### config.mk
export PLATFORM = sky130hd
export DESIGN_NAME = base58_encoder
export DESIGN_NICKNAME = d
export VERILOG_FILES = /design/src/b58enc_pkg.sv /design/src/base58_encoder.sv
export SDC_FILE = /design/constraint.sdc
export NUM_CORES = 1
export LEC_CHECK = 0
export BUFFER_PORTS_ARGS = -buffer_cell sky130_fd_sc_hd__buf_4
export CAP_MARGIN = 40
export CORE_MARGIN = 4
export CORE_UTILIZATION = 40
export CTS_BUF_LIST = sky130_fd_sc_hd__clkbuf_4 sky130_fd_sc_hd__clkbuf_8 sky130_fd_sc_hd__clkbuf_16
export DETAILED_ROUTE_END_ITERATION = 7
export GPL_TIMING_DRIVEN = 0
export PLACE_DENSITY = 0.55
export SYNTH_ARGS = -nofsm -noshare
export SYNTH_HDL_FRONTEND = slang
export SYNTH_SLANG_ARGS = --single-unit
### constraint.sdc
create_clock -name clk -period 8.75 [get_ports clk]
set_input_delay 1.3125 -clock clk [delete_from_list [all_inputs] [get_ports clk]]
set_output_delay 1.3125 -clock clk [all_outputs]
set_load 0.02 [all_outputs]
### src/b58enc_pkg.sv
// Shared constants and the digit-to-character map for the Base58 encoder.
`timescale 1ns / 1ps
`default_nettype none

package b58enc_pkg;

    // Default buffer sizes.
    localparam int DEF_MAX_BYTES = 32;
    localparam int DEF_MAX_CHARS = 44;

    // Base of the output number system.
    localparam logic [13:0] RADIX = 14'd58;

    // Reciprocal of 58 scaled by 2**20, rounded up. It gives the exact
    // quotient for every dividend below 58 * 256.
    localparam logic [28:0] DIV_MULT  = 29'd18079;
    localparam int          DIV_SHIFT = 20;

    // Character sent for each leading zero byte.
    localparam logic [6:0] ZERO_CHAR = 7'd49;

    // Map a base-58 digit to its alphabet character. The alphabet skips
    // the characters 0, I, O and l.
    function automatic logic [6:0] b58_char(input logic [5:0] digit);
        logic [6:0] d;
        d = {1'b0, digit};
        if (digit < 6'd9)
            return 7'd49 + d;            // 1 .. 9
        else if (digit < 6'd17)
            return 7'd65 + d - 7'd9;     // A .. H
        else if (digit < 6'd22)
            return 7'd74 + d - 7'd17;    // J .. N
        else if (digit < 6'd33)
            return 7'd80 + d - 7'd22;    // P .. Z
        else if (digit < 6'd44)
            return 7'd97 + d - 7'd33;    // a .. k
        else
            return 7'd109 + d - 7'd44;   // m .. z
    endfunction

endpackage

`default_nettype wire

### src/base58_encoder.sv
// Base58 encoder: byte stream in, alphabet character stream out.
`timescale 1ns / 1ps
`default_nettype none

// Bytes of one message enter one per cycle while the block collects them;
// the byte flagged with tlast starts the conversion, and the block takes no
// input until the last character of the encoding has been transferred. Up to
// MAX_BYTES bytes are kept; further bytes are dropped and every character of
// that message carries overflow in tuser. Conversion runs one shared
// divide-by-58 unit over the stored number, one byte per cycle; each pass
// yields one digit, and leading zero quotient bytes are trimmed after every
// pass. The digits then leave most significant first, after one '1' per
// leading zero byte, each held until the output side is ready.
module base58_encoder #(
    parameter int MAX_BYTES = b58enc_pkg::DEF_MAX_BYTES,
    parameter int MAX_CHARS = b58enc_pkg::DEF_MAX_CHARS
) (
    input  wire logic       clk,
    input  wire logic       rst_n,
    // Input stream.
    input  wire logic       s_axis_tvalid,
    output logic            s_axis_tready,
    input  wire logic [7:0] s_axis_tdata,   // [7:0] data_byte
    input  wire logic       s_axis_tlast,   // last_byte
    // Output stream.
    output logic            m_axis_tvalid,
    input  wire logic       m_axis_tready,
    output logic [7:0]      m_axis_tdata,   // [6:0] char_code, [7] zero
    output logic            m_axis_tlast,   // last_char
    output logic            m_axis_tuser    // [0] overflow
);

    import b58enc_pkg::*;

    localparam int CW  = $clog2(MAX_BYTES + 1);
    localparam int AW  = (MAX_BYTES > 1) ? $clog2(MAX_BYTES) : 1;
    localparam int NW  = $clog2(MAX_CHARS + 1);
    localparam int DAW = $clog2(MAX_CHARS);
    localparam int SW  = ((CW > NW) ? CW : NW) + 1;

    localparam logic [CW-1:0] MAX_BYTES_C = CW'(MAX_BYTES);
    localparam logic [NW-1:0] MAX_CHARS_N = NW'(MAX_CHARS);
    localparam logic [SW-1:0] MAX_CHARS_S = SW'(MAX_CHARS);

    typedef enum logic [7:0] {
        IDLE       = 8'b0000_0001,
        CONV_SETUP = 8'b0000_0010,
        PASS_START = 8'b0000_0100,
        PASS_RUN   = 8'b0000_1000,
        EMIT_SETUP = 8'b0001_0000,
        EMIT_PICK  = 8'b0010_0000,
        DIG_LOAD   = 8'b0100_0000,
        OUT_WAIT   = 8'b1000_0000
    } state_t;

    state_t state_reg, state_next;

    // Message bookkeeping.
    logic [CW-1:0] count_reg, count_next;
    logic [CW-1:0] zp_reg, zp_next;
    logic          nonzero_reg, nonzero_next;
    logic          dropped_reg, dropped_next;

    // Division sequencing.
    logic [CW-1:0] head_reg, head_next;
    logic [AW-1:0] idx_reg, idx_next;
    logic [5:0]    rem_reg, rem_next;
    logic          found_reg, found_next;
    logic [AW-1:0] new_head_reg, new_head_next;
    logic [NW-1:0] nd_reg, nd_next;

    // Output sequencing.
    logic [NW-1:0] ones_reg, ones_next;
    logic [NW-1:0] left_reg, left_next;
    logic [NW-1:0] k_reg, k_next;
    logic          out_valid_reg, out_valid_next;
    logic [6:0]    out_char_reg, out_char_next;
    logic          out_last_reg, out_last_next;

    // Byte memory ports.
    logic [7:0]    byte_mem [MAX_BYTES];
    logic          byte_we;
    logic [AW-1:0] byte_waddr;
    logic [7:0]    byte_wdata;
    logic          byte_re;
    logic [AW-1:0] byte_raddr;
    logic [7:0]    byte_rdata_reg;

    // Digit memory ports.
    logic [5:0]     digit_mem [MAX_CHARS];
    logic           digit_we;
    logic           digit_re;
    logic [DAW-1:0] digit_raddr;
    logic [5:0]     digit_rdata_reg;

    // Shared divide-by-58 unit and its derived values.
    logic [13:0]   dividend;
    logic [28:0]   product;
    logic [7:0]    quot;
    logic [13:0]   rem_full;
    logic [CW-1:0] idx_ext;
    logic [CW-1:0] idx_inc;
    logic [CW-1:0] head_after;
    logic [NW-1:0] nd_after;
    logic [SW-1:0] zp_s;
    logic [SW-1:0] ones_s;
    logic [SW-1:0] total_s;

    always_comb
    begin
        dividend = {rem_reg, byte_rdata_reg};
        product  = 29'(dividend) * DIV_MULT;
        quot     = product[DIV_SHIFT +: 8];
        rem_full = dividend - 14'(quot) * RADIX;
    end

    always_comb
    begin
        idx_ext  = CW'(idx_reg);
        idx_inc  = idx_ext + CW'(1);
        nd_after = nd_reg + NW'(1);
        if (found_reg)
            head_after = CW'(new_head_reg);
        else if (quot != 8'd0)
            head_after = idx_ext;
        else
            head_after = count_reg;
        zp_s    = SW'(zp_reg);
        ones_s  = (zp_s > MAX_CHARS_S) ? MAX_CHARS_S : zp_s;
        total_s = ones_s + SW'(nd_reg);
        if (total_s > MAX_CHARS_S)
            total_s = MAX_CHARS_S;
    end

    // Sequencer.
    always_comb
    begin
        state_next     = state_reg;
        count_next     = count_reg;
        zp_next        = zp_reg;
        nonzero_next   = nonzero_reg;
        dropped_next   = dropped_reg;
        head_next      = head_reg;
        idx_next       = idx_reg;
        rem_next       = rem_reg;
        found_next     = found_reg;
        new_head_next  = new_head_reg;
        nd_next        = nd_reg;
        ones_next      = ones_reg;
        left_next      = left_reg;
        k_next         = k_reg;
        out_valid_next = out_valid_reg;
        out_char_next  = out_char_reg;
        out_last_next  = out_last_reg;
        byte_we        = 1'b0;
        byte_waddr     = count_reg[AW-1:0];
        byte_wdata     = s_axis_tdata;
        byte_re        = 1'b0;
        byte_raddr     = idx_reg;
        digit_we       = 1'b0;
        digit_re       = 1'b0;
        digit_raddr    = DAW'(k_reg - NW'(1));

        unique case (state_reg)
            IDLE:
            begin
                if (s_axis_tvalid)
                begin
                    if (count_reg < MAX_BYTES_C)
                    begin
                        byte_we    = 1'b1;
                        count_next = count_reg + CW'(1);
                        if (!nonzero_reg && s_axis_tdata == 8'd0)
                            zp_next = zp_reg + CW'(1);
                        else
                            nonzero_next = 1'b1;
                    end
                    else
                    begin
                        dropped_next = 1'b1;
                    end
                    if (s_axis_tlast)
                        state_next = CONV_SETUP;
                end
            end

            CONV_SETUP:
            begin
                nd_next   = '0;
                head_next = zp_reg;
                if (zp_reg >= count_reg)
                    state_next = EMIT_SETUP;
                else
                    state_next = PASS_START;
            end

            PASS_START:
            begin
                byte_re    = 1'b1;
                byte_raddr = head_reg[AW-1:0];
                idx_next   = head_reg[AW-1:0];
                rem_next   = '0;
                found_next = 1'b0;
                state_next = PASS_RUN;
            end

            PASS_RUN:
            begin
                // Write the quotient byte back in place.
                byte_we    = 1'b1;
                byte_waddr = idx_reg;
                byte_wdata = quot;
                rem_next   = rem_full[5:0];
                if (!found_reg && quot != 8'd0)
                begin
                    found_next    = 1'b1;
                    new_head_next = idx_reg;
                end
                if (idx_inc < count_reg)
                begin
                    byte_re    = 1'b1;
                    byte_raddr = idx_inc[AW-1:0];
                    idx_next   = idx_inc[AW-1:0];
                end
                else
                begin
                    // End of a pass: the remainder is the next digit.
                    digit_we  = 1'b1;
                    nd_next   = nd_after;
                    head_next = head_after;
                    if (head_after < count_reg && nd_after < MAX_CHARS_N)
                        state_next = PASS_START;
                    else
                        state_next = EMIT_SETUP;
                end
            end

            EMIT_SETUP:
            begin
                ones_next  = NW'(ones_s);
                left_next  = NW'(total_s);
                k_next     = nd_reg;
                state_next = EMIT_PICK;
            end

            EMIT_PICK:
            begin
                if (left_reg == '0)
                begin
                    count_next   = '0;
                    zp_next      = '0;
                    nonzero_next = 1'b0;
                    dropped_next = 1'b0;
                    state_next   = IDLE;
                end
                else if (ones_reg != '0)
                begin
                    ones_next      = ones_reg - NW'(1);
                    out_valid_next = 1'b1;
                    out_char_next  = ZERO_CHAR;
                    out_last_next  = (left_reg == NW'(1));
                    state_next     = OUT_WAIT;
                end
                else
                begin
                    digit_re   = 1'b1;
                    k_next     = k_reg - NW'(1);
                    state_next = DIG_LOAD;
                end
            end

            DIG_LOAD:
            begin
                out_valid_next = 1'b1;
                out_char_next  = b58_char(digit_rdata_reg);
                out_last_next  = (left_reg == NW'(1));
                state_next     = OUT_WAIT;
            end

            OUT_WAIT:
            begin
                if (m_axis_tready)
                begin
                    out_valid_next = 1'b0;
                    left_next      = left_reg - NW'(1);
                    state_next     = EMIT_PICK;
                end
            end

            default:
            begin
                state_next = IDLE;
            end
        endcase
    end

    // Control registers.
    always_ff @(posedge clk or negedge rst_n)
    begin
        if (!rst_n)
        begin
            state_reg     <= IDLE;
            count_reg     <= '0;
            zp_reg        <= '0;
            nonzero_reg   <= 1'b0;
            dropped_reg   <= 1'b0;
            head_reg      <= '0;
            idx_reg       <= '0;
            found_reg     <= 1'b0;
            nd_reg        <= '0;
            ones_reg      <= '0;
            left_reg      <= '0;
            k_reg         <= '0;
            out_valid_reg <= 1'b0;
        end
        else
        begin
            state_reg     <= state_next;
            count_reg     <= count_next;
            zp_reg        <= zp_next;
            nonzero_reg   <= nonzero_next;
            dropped_reg   <= dropped_next;
            head_reg      <= head_next;
            idx_reg       <= idx_next;
            found_reg     <= found_next;
            nd_reg        <= nd_next;
            ones_reg      <= ones_next;
            left_reg      <= left_next;
            k_reg         <= k_next;
            out_valid_reg <= out_valid_next;
        end
    end

    // Payload registers.
    always_ff @(posedge clk)
    begin
        rem_reg      <= rem_next;
        new_head_reg <= new_head_next;
        out_char_reg <= out_char_next;
        out_last_reg <= out_last_next;
    end

    // Byte memory: one write port, one registered read port.
    always_ff @(posedge clk)
    begin
        if (byte_we)
            byte_mem[byte_waddr] <= byte_wdata;
        if (byte_re)
            byte_rdata_reg <= byte_mem[byte_raddr];
    end

    // Digit memory: written at the end of each pass, read while emitting.
    always_ff @(posedge clk)
    begin
        if (digit_we)
            digit_mem[nd_reg[DAW-1:0]] <= rem_full[5:0];
        if (digit_re)
            digit_rdata_reg <= digit_mem[digit_raddr];
    end

    // Port drive.
    assign s_axis_tready = (state_reg == IDLE);
    assign m_axis_tvalid = out_valid_reg;
    assign m_axis_tdata  = {1'b0, out_char_reg};
    assign m_axis_tlast  = out_last_reg;
    assign m_axis_tuser  = dropped_reg;

    // Checks on the sequencer.
    a_no_overlap: assert property (@(posedge clk) disable iff (!rst_n)
        !(s_axis_tready && m_axis_tvalid))
        else $error("input accepted while a character is pending");

    a_last_closes: assert property (@(posedge clk) disable iff (!rst_n)
        (s_axis_tvalid && s_axis_tready && s_axis_tlast) |=> !s_axis_tready)
        else $error("input still open after the final byte");

    a_count_bound: assert property (@(posedge clk) disable iff (!rst_n)
        count_reg <= MAX_BYTES_C && zp_reg <= count_reg)
        else $error("byte count out of range");

    a_pass_index: assert property (@(posedge clk) disable iff (!rst_n)
        (state_reg == PASS_RUN) |-> (idx_ext < count_reg && nd_reg < MAX_CHARS_N))
        else $error("division pass beyond the stored message");

    a_final_char: assert property (@(posedge clk) disable iff (!rst_n)
        (m_axis_tvalid && m_axis_tready && m_axis_tlast) |=> (left_reg == '0))
        else $error("last character sent with characters still pending");

endmodule

`default_nettype wire
* Word-level counts from Yosys, hierarchy flattened *
Memory sizes are Yosys's and may differ from the RTL's. A register that Yosys moved wholly into a read port is not among the register bits.
Index checks and enable logic that the tools add are counted.

storage, ports and cells
  bits in registers = 77
  memories kept = 2
  bits of input ports = 13
  word-level logic and storage cells = 181
  bits in writable memories = 520

memory list
  memory     depth  bits a word  read ports  clocked after Yosys merged registers in  write ports  RTL line              RTL
  digit_mem  44     6            1           1                                        1            base58_encoder.sv:90  logic [5:0] digit_mem [MAX_CHARS];
  byte_mem   32     8            1           1                                        1            base58_encoder.sv:81  logic [7:0] byte_mem [MAX_BYTES];

operators by class
  multiply operators = 2
  multiplexer cells = 77
  magnitude comparators = 12
  reductions and logical operators = 29
  $add $sub $neg = 20
  equal/unequal tests = 22

operators by type and width
  kind                                                                           number
  6-bit two-way mux                                                              16
  6-bit one-hot mux with 2 select lines                                          7
  8-bit one-hot mux with 8 select lines                                          1
  8-bit two-way mux                                                              7
  7-bit two-way mux                                                              7
  7-bit by 6-bit adder with 7-bit output (first input constant)                  5
  14-bit by 15-bit multiplier with 28-bit output (second input constant)         1
  5-bit two-way mux                                                              5
  6-bit less-than comparator (second input constant)                             4
  1-bit two-way mux                                                              24
  2-bit inequality test (second input constant)                                  10
  5-bit one-hot mux with 2 select lines                                          2
  6-bit by 1-bit adder with 6-bit output (second input constant)                 3
  6-bit by 1-bit subtractor with 6-bit output (second input constant)            3
  4-bit AND reduction                                                            4
  7-bit one-hot mux with 2 select lines                                          1
  7-bit by 5-bit subtractor with 7-bit output (second input constant)            2
  7-bit by 6-bit subtractor with 7-bit output (second input constant)            2
  6-bit by 5-bit less-than comparator with 1-bit output (second input constant)  2
  6-bit less-than comparator                                                     2
  1-bit one-hot mux with 2 select lines                                          6
  2-bit nonzero test                                                             6
  5-bit AND reduction                                                            2
  3-bit AND reduction                                                            3
  other kinds (29)                                                               37

* Depth between registers and ports, before layout *
Gate-level depths: netlist (run 1).

  depth in word-level cells = 9
  depth in mapped cells = 37
  depth with buffers taken out = 37

* Worst setup path after synthesis (run 1) *
OpenSTA, ideal clock, no wires.

  path kind = flip-flop to flip-flop
  start point = register rem_reg[3]
  end point = memory digit_mem[0][5], data pin
  path buffers = 0
  cell stages (with the launch flop) = 28
  clock period less this slack = 8.662 ns
  path slack = 0.088 ns
  data arrival time = 8.203 ns
  library setup time = 0.459 ns
  data required time = 8.291 ns
  path through = edfxtp_1 > fa_1 > inv_1 > fa_1 > inv_1 > fa_1 > fa_1 > fa_1 > ha_1 > ha_1 > a21oi_1 > o21ai_0 > a21o_1 > a21oi_1 > o31ai_1 > a311o_1 > a21oi_1 > xnor2_1 > inv_1 > ha_1 > ha_1 > ha_1 > inv_1 > ha_1 > a21oi_1 > xnor2_1 > xnor2_1 > xnor2_1

on the way
  word-level cells in the longest chain between the ends = 3

RTL lines
  item                                            RTL line               RTL
  start, declared                                 base58_encoder.sv:67   logic [5:0] rem_reg, rem_next;
  start signal, assigned                          base58_encoder.sv:337  rem_reg <= rem_next;
  14-bit by 15-bit multiplier with 28-bit output  base58_encoder.sv:112  product = 29'(dividend) * DIV_MULT;
  8-bit by 5-bit multiplier with 5-bit output     base58_encoder.sv:114  rem_full = dividend - 14'(quot) * RADIX;
  6-bit subtractor                                base58_encoder.sv:114
  via rem_full[5]                                 base58_encoder.sv:100  logic [13:0] rem_full;
  end, declared                                   base58_encoder.sv:90

The timed path passes the listed nets, and every way through them passes these cells.

* Final worst setup path (run 1) *
  start point = register rem_reg[4]
  end point = register state_reg[4]

on the way
  word-level cells in the longest chain between the ends = 9

RTL lines
  item                                            RTL line               RTL
  14-bit by 15-bit multiplier with 28-bit output  base58_encoder.sv:112
  8-bit nonzero test                              base58_encoder.sv:124  else if (quot != 8'd0)
  6-bit two-way mux                               base58_encoder.sv:124
  6-bit two-way mux                               base58_encoder.sv:122  if (found_reg)
  6-bit less-than comparator                      base58_encoder.sv:231  if (head_after < count_reg && nd_after < MAX_CHARS_N)
  1-bit logical AND                               base58_encoder.sv:231
  5-bit two-way mux                               base58_encoder.sv:231
  8-bit two-way mux                               base58_encoder.sv:219  if (idx_inc < count_reg)
  8-bit one-hot mux with 8 select lines           base58_encoder.sv:164  unique case (state_reg)
  end signal, assigned                            base58_encoder.sv:318  state_reg <= state_next;
  end, declared                                   base58_encoder.sv:56   state_t state_reg, state_next;

Every way passes these cells. The select of a mux whose other input is x is not followed.
A chain may end at the register's enable or synchronous reset.

==> results of run 1 <==
==> synthesized netlist by cell type (all sizes together), types with 7 or more instances <==
master | number | area, sq um
nor2 | 178 | 676
nand2 | 268 | 1010
nor3 | 38 | 190
a31oi | 49 | 307
mux2i | 51 | 510
nor4 | 7 | 65.1
ha | 170 | 2130
and2 | 10 | 62.6
o21ai | 56 | 280
nor2b | 11 | 68.8
and3 | 40 | 250
a2111oi | 9 | 78.8
o31ai | 7 | 52.6
a221oi | 11 | 96.3
xor2 | 13 | 114
inv | 168 | 631
xnor2 | 25 | 219
nand4 | 10 | 62.6
a22oi | 9 | 67.6
o211ai | 15 | 113
mux4 | 78 | 1760
or2 | 12 | 75.1
clkbuf | 57 | 214
o21a | 10 | 75.1
dfrtp | 57 | 1430
fa | 62 | 1240
a21oi | 98 | 490
nand3 | 82 | 410
a211oi | 19 | 153
nand2b | 26 | 163
edfxtp | 553 | 16600
buf | 42 | 198
a21o | 17 | 128
==> cell type report <==
class / instances / area, sq um / area share [%]
diodes: 1 / 2.50 / 0.00718
plain buffers: 99 / 412 / 1.18
clock buffers: 87 / 1900 / 5.44
clock inverters: 38 / 422 / 1.21
inverters: 168 / 631 / 1.81
multi-input cells: 1452 / 11500 / 33.1
flip-flops and latches: 611 / 18100 / 51.8
well taps: 978 / 1220 / 3.51
repair buffers: 69 / 694 / 1.99
==> metal layers <==
layer	vias to the layer above	global-route usage, %
met4	2	4.93
li1	8911	-
met3	125	2.90
met1	9726	27.5
met2	607	29.0
met5	-	0
==> through the flow <==
stage / TNS [ns] / cells / util (%)
after floorplan: 0 / 2330 / -
after global placement: -347.11 / 3331 / 42.2
after detailed placement: -0.0151 / 3371 / 42.8
after CTS: 0 / 3497 / 45.9
after global routing: -0.381 / 3502 / 46.0
final: 0 / 3503 / 46.0
==> timing repair <==
item | CTS | global route
setup endpoints to repair | 1 | 45
pin swaps | 0 | 3
endpoints found under the hold margin | 0 | 0
resized for setup | 0 | 5
buffers inserted | 1 | 5
==> logic make-up (layout without fill, tap and decap cells) <==
kind of cell,Yosys count,count (layout),share of synthesized area (%)
compound gates,342,342,7.20
simple gates,704,704,10.5
flops,611,611,59.1
xor+xnor,38,38,1.09
fa+ha+maj,232,232,11.0
mux,135,135,7.64
other cells,1,2,0.0123
buf+inv,267,461,3.41
==> path summary, 6_finish.rpt <==
kind                              endpoint  cells past startpoint
max                           state_reg[4]                     33
min                        new_head_reg[3]                      0
max reg2reg                   state_reg[4]                     33
min reg2reg                new_head_reg[3]                      0
max in group asynchronous       idx_reg[3]                      1
min in group asynchronous    m_axis_tvalid                      1
==> flow_summary.ini, run 1 <==
[cells_and_area]
num-fill-cells = 6806
final_cell_mix = edfxtp_1, nand2_1, nor2_1
largest_register_ffs = 264
finish.net_count = 2716
drive_gt1_share_pct = 13.0
area_delta_synth_final_pct = 14.1
final_common_cell = edfxtp_1
finish.instance_area_sq_mm = 0.0349

[grt]
gr-total-overflow = 0
grt_pass1_vias = 19400
grt_max_degree = 59
grt_use_total_pct = 18.7
grt_pass1_wl_mm = 117
antenna_found_initial = 2

[timing]
whs_ns = 0.448
finalSetupViolCount = 0
relSlewSlack_pct = 30.1
fin_ws_ns = 0.323
fin_skew_ns = 0.0349
period_minus_slack_ns = 8.43
finalHoldViolCount = 0
fmaxAchievable_mhz = 119
fin_crit_sh_pct = 96.3
drv_slew = 0
worstMarginPinSlew_ns = 1.03

[worst_setup_path]
startpoint_type = flip-flop
slowest_stage = fa_1
worst_ep_required_time_ns = 9.24
crit_fanout = 5
crit_path_end_kind = flip-flop
crit_family = adder cells
path_buf_inv = 3
arrival_ns = 8.92
criticalPathCategory = reg -> reg
reg2reg_setup_slack_ns = 0.32
r2r-start = rem_reg[4]
crit_path_start = rem_reg[4]
path_common_cell = fa_1
slowest_delay_ns = 0.63

[floorplan]
die_h_um = 284
row_count = 101
core-area_sq_mm = 0.0758
die_area_sq_mm = 0.0809
io_pins = 25
die_w_um = 284
start_util_pct = 40.3

[routing]
dr.pass1.iters = 5
met1_length_mm = 34.8
num_vias = 19400
drtIter0Drc = 1856
drc_errors = 0
highest_layer = met5
post_drt_wl_per_cell_um = 21.6
wl_met2_mm = 34.7
finalWirelength_mm = 75.8
viasPerCell = 5.53
ant_nets = 0
wl_met3_mm = 4.72

[min_path]
hold_class = reg -> reg
hp-start = idx_reg[3]

[synthesis]
avgSynthCellArea_sq_um = 13.1
ys_seq_area_share_pct = 59.1
netlist_area_sq_mm = 0.0306
yosys_register_bits = 611
synthArstFlopShare_pct = 9.49
ys.flop_type = edfxtp_1
yosysWarnings = 0
synth_edf_count = 553
syn_nets = 2575
syn_inst = 2330
synthDistinctLibCells = 76

[run_status]
status = finished clean

[clock_tree]
hold_buffers = 0
cts_sinks = 611
clock_latency_ns = 0.62
cts_tree = yes
cts_buffers = 70
path_clk_slew_ns = 0.06
clk_path_buf_depth = 3
root_buffer = clkbuf_16
h-tree-depth = 3

[flow_run]
drv_cap = 0

[place]
dpl_cell_area_sq_mm = 0.0325
gp_congestion = 0.857
dp_hpwl_mm = 54.9
io_buffers = 23
post-place-ws_ns = -0.0151
Power of run 1 is left out: the tool's default activity adds up to more than one toggle a clock period on the data nets, which glitch-free logic cannot reach.
==> run 2: changes to the inputs <==
BUFFER_PORTS_ARGS = -buffer_cell sky130_fd_sc_hd__buf_2   (was -buffer_cell sky130_fd_sc_hd__buf_4)
SLEW_MARGIN = 10   (was default)
==> flow_summary.ini, run 2 (same netlist as run 1, synthesis figures left out) <==
[run_status]
status = finished clean

[worst_setup_path]
slowest_delay_ns = 0.64
crit_path_end_kind = flip-flop
slowest_stage = fa_2
crit_path_start = rem_reg[4]
worst_ep_required_time_ns = 9.25
r2r-start = rem_reg[4]
criticalPathCategory = reg -> reg
crit_fanout = 7
path_common_cell = ha_1
setup.worst_path.end = state_reg[4]
startpoint_type = flip-flop
reg2reg_setup_slack_ns = 0.40
r2r_cells = 32
r2r_end = state_reg[4]
arrival_ns = 8.85

[floorplan]
start_util_pct = 40.3
die_h_um = 284
core-area_sq_mm = 0.0758
die_area_sq_mm = 0.0809
die_w_um = 284
row_count = 101
io_pins = 25

[routing]
num_vias = 19200
ant_nets = 0
viasPerCell = 5.49
dr.pass1.iters = 5
finalWirelength_mm = 75.1
drc_errors = 0
post_drt_wl_per_cell_um = 21.4
drtIter0Drc = 1692

[grt]
grt_pass1_vias = 19300
antenna_found_initial = 0
grt_use_total_pct = 18.6
grt_pass1_wl_mm = 116
gr-total-overflow = 0
grt_max_degree = 59

[timing]
drv_slew = 0
finalSetupViolCount = 0
period_minus_slack_ns = 8.35
relSlewSlack_pct = 37.5
fin_setup_tns_ns = 0
finalHoldViolCount = 0
worstMarginPinSlew_ns = 0.914
fmaxAchievable_mhz = 120
fin_crit_sh_pct = 95.5
fin_skew_ns = 0.0252
rsz0062_at_grt = yes

[clock_tree]
clock_latency_ns = 0.62
path_clk_slew_ns = 0.05
cts_buffers = 70
clk_path_buf_depth = 3
cts_sinks = 611
cts_tree = yes
root_buffer = clkbuf_16
h-tree-depth = 3

[cells_and_area]
drive_gt1_share_pct = 12.9
final_cell_mix = edfxtp_1, nand2_1, nor2_1
finish.net_count = 2710
largest_register_ffs = 264
antenna_cells = 0
final_common_cell = edfxtp_1
num-fill-cells = 6750
area_delta_synth_final_pct = 13.6

[min_path]
hold_depth = 0
hp-start = idx_reg[3]
hold_class = reg -> reg

[flow_run]
drv_cap = 0

[place]
dp_hpwl_mm = 53.9
io_buffers = 23
gp_congestion = 0.856
[run 2: worst min-delay path by stage]
| stage | to | slack (ns) |
|---|---|---|
| global placement | new_head_reg[3] | 0.43 |
| CTS | new_head_reg[3] | 0.46 |
| global route | new_head_reg[3] | 0.47 |
| finish | new_head_reg[3] | 0.46 |
| floorplan | new_head_reg[3] | 0.42 |
| detailed placement | new_head_reg[3] | 0.44 |
[run 2: routing by layer]
metal	vias up	routed length [um]	GRT usage, %
li1	8906	-	-
met1	9630	34800	27.2
met2	536	33900	28.6
met3	126	4440	3.42
met4	0	1920	5.22
met5	-	0	0
[run 2: critical path: cells and delay by family, from the launching register on]
kind | cells | cell delay (ns)
buf+inv | 3 | 0.21
compound gates | 14 | 2.62
flops | 1 | 0.53
mux | 1 | 0.29
xor+xnor | 1 | 0.14
simple gates | 4 | 0.60
fa+ha+maj | 9 | 3.84
[run 2: final cells by class]
cell class | count | area, sq um | area share, %
repair buffers | 63 | 562 | 1.62
clock inverters | 40 | 387 | 1.11
well taps | 978 | 1220 | 3.52
inverters | 168 | 631 | 1.82
flip-flops and latches | 611 | 18100 | 52.0
plain buffers | 99 | 412 | 1.19
clock buffers | 89 | 1900 | 5.47
multi-input cells | 1452 | 11500 | 33.3
[run 2: what timing repair did]
item,CTS,global route
hold buffers,0,0
setup buffers,1,5
pin swaps,0,3
endpoints found under the setup margin,1,38
resized for setup,0,8
[run 2: metrics by stage]
stage / setup slack, ns / hold WS, ns / cells / cell area [sq um] / util, %
final: 0.396 / 0.461 / 3500 / 34700 / 45.8
after global routing: -0.0561 / 0.469 / 3500 / 34700 / 45.8
after CTS: 0.00963 / 0.457 / 3494 / 34700 / 45.7
after detailed placement: -0.0122 / 0.436 / 3364 / 32400 / 42.7
after global placement: -2.40 / 0.431 / 3331 / 31900 / 42.1
after floorplan: 0.0880 / 0.423 / 2330 / 30600 / -
Power of run 2 is left out for the same reason.
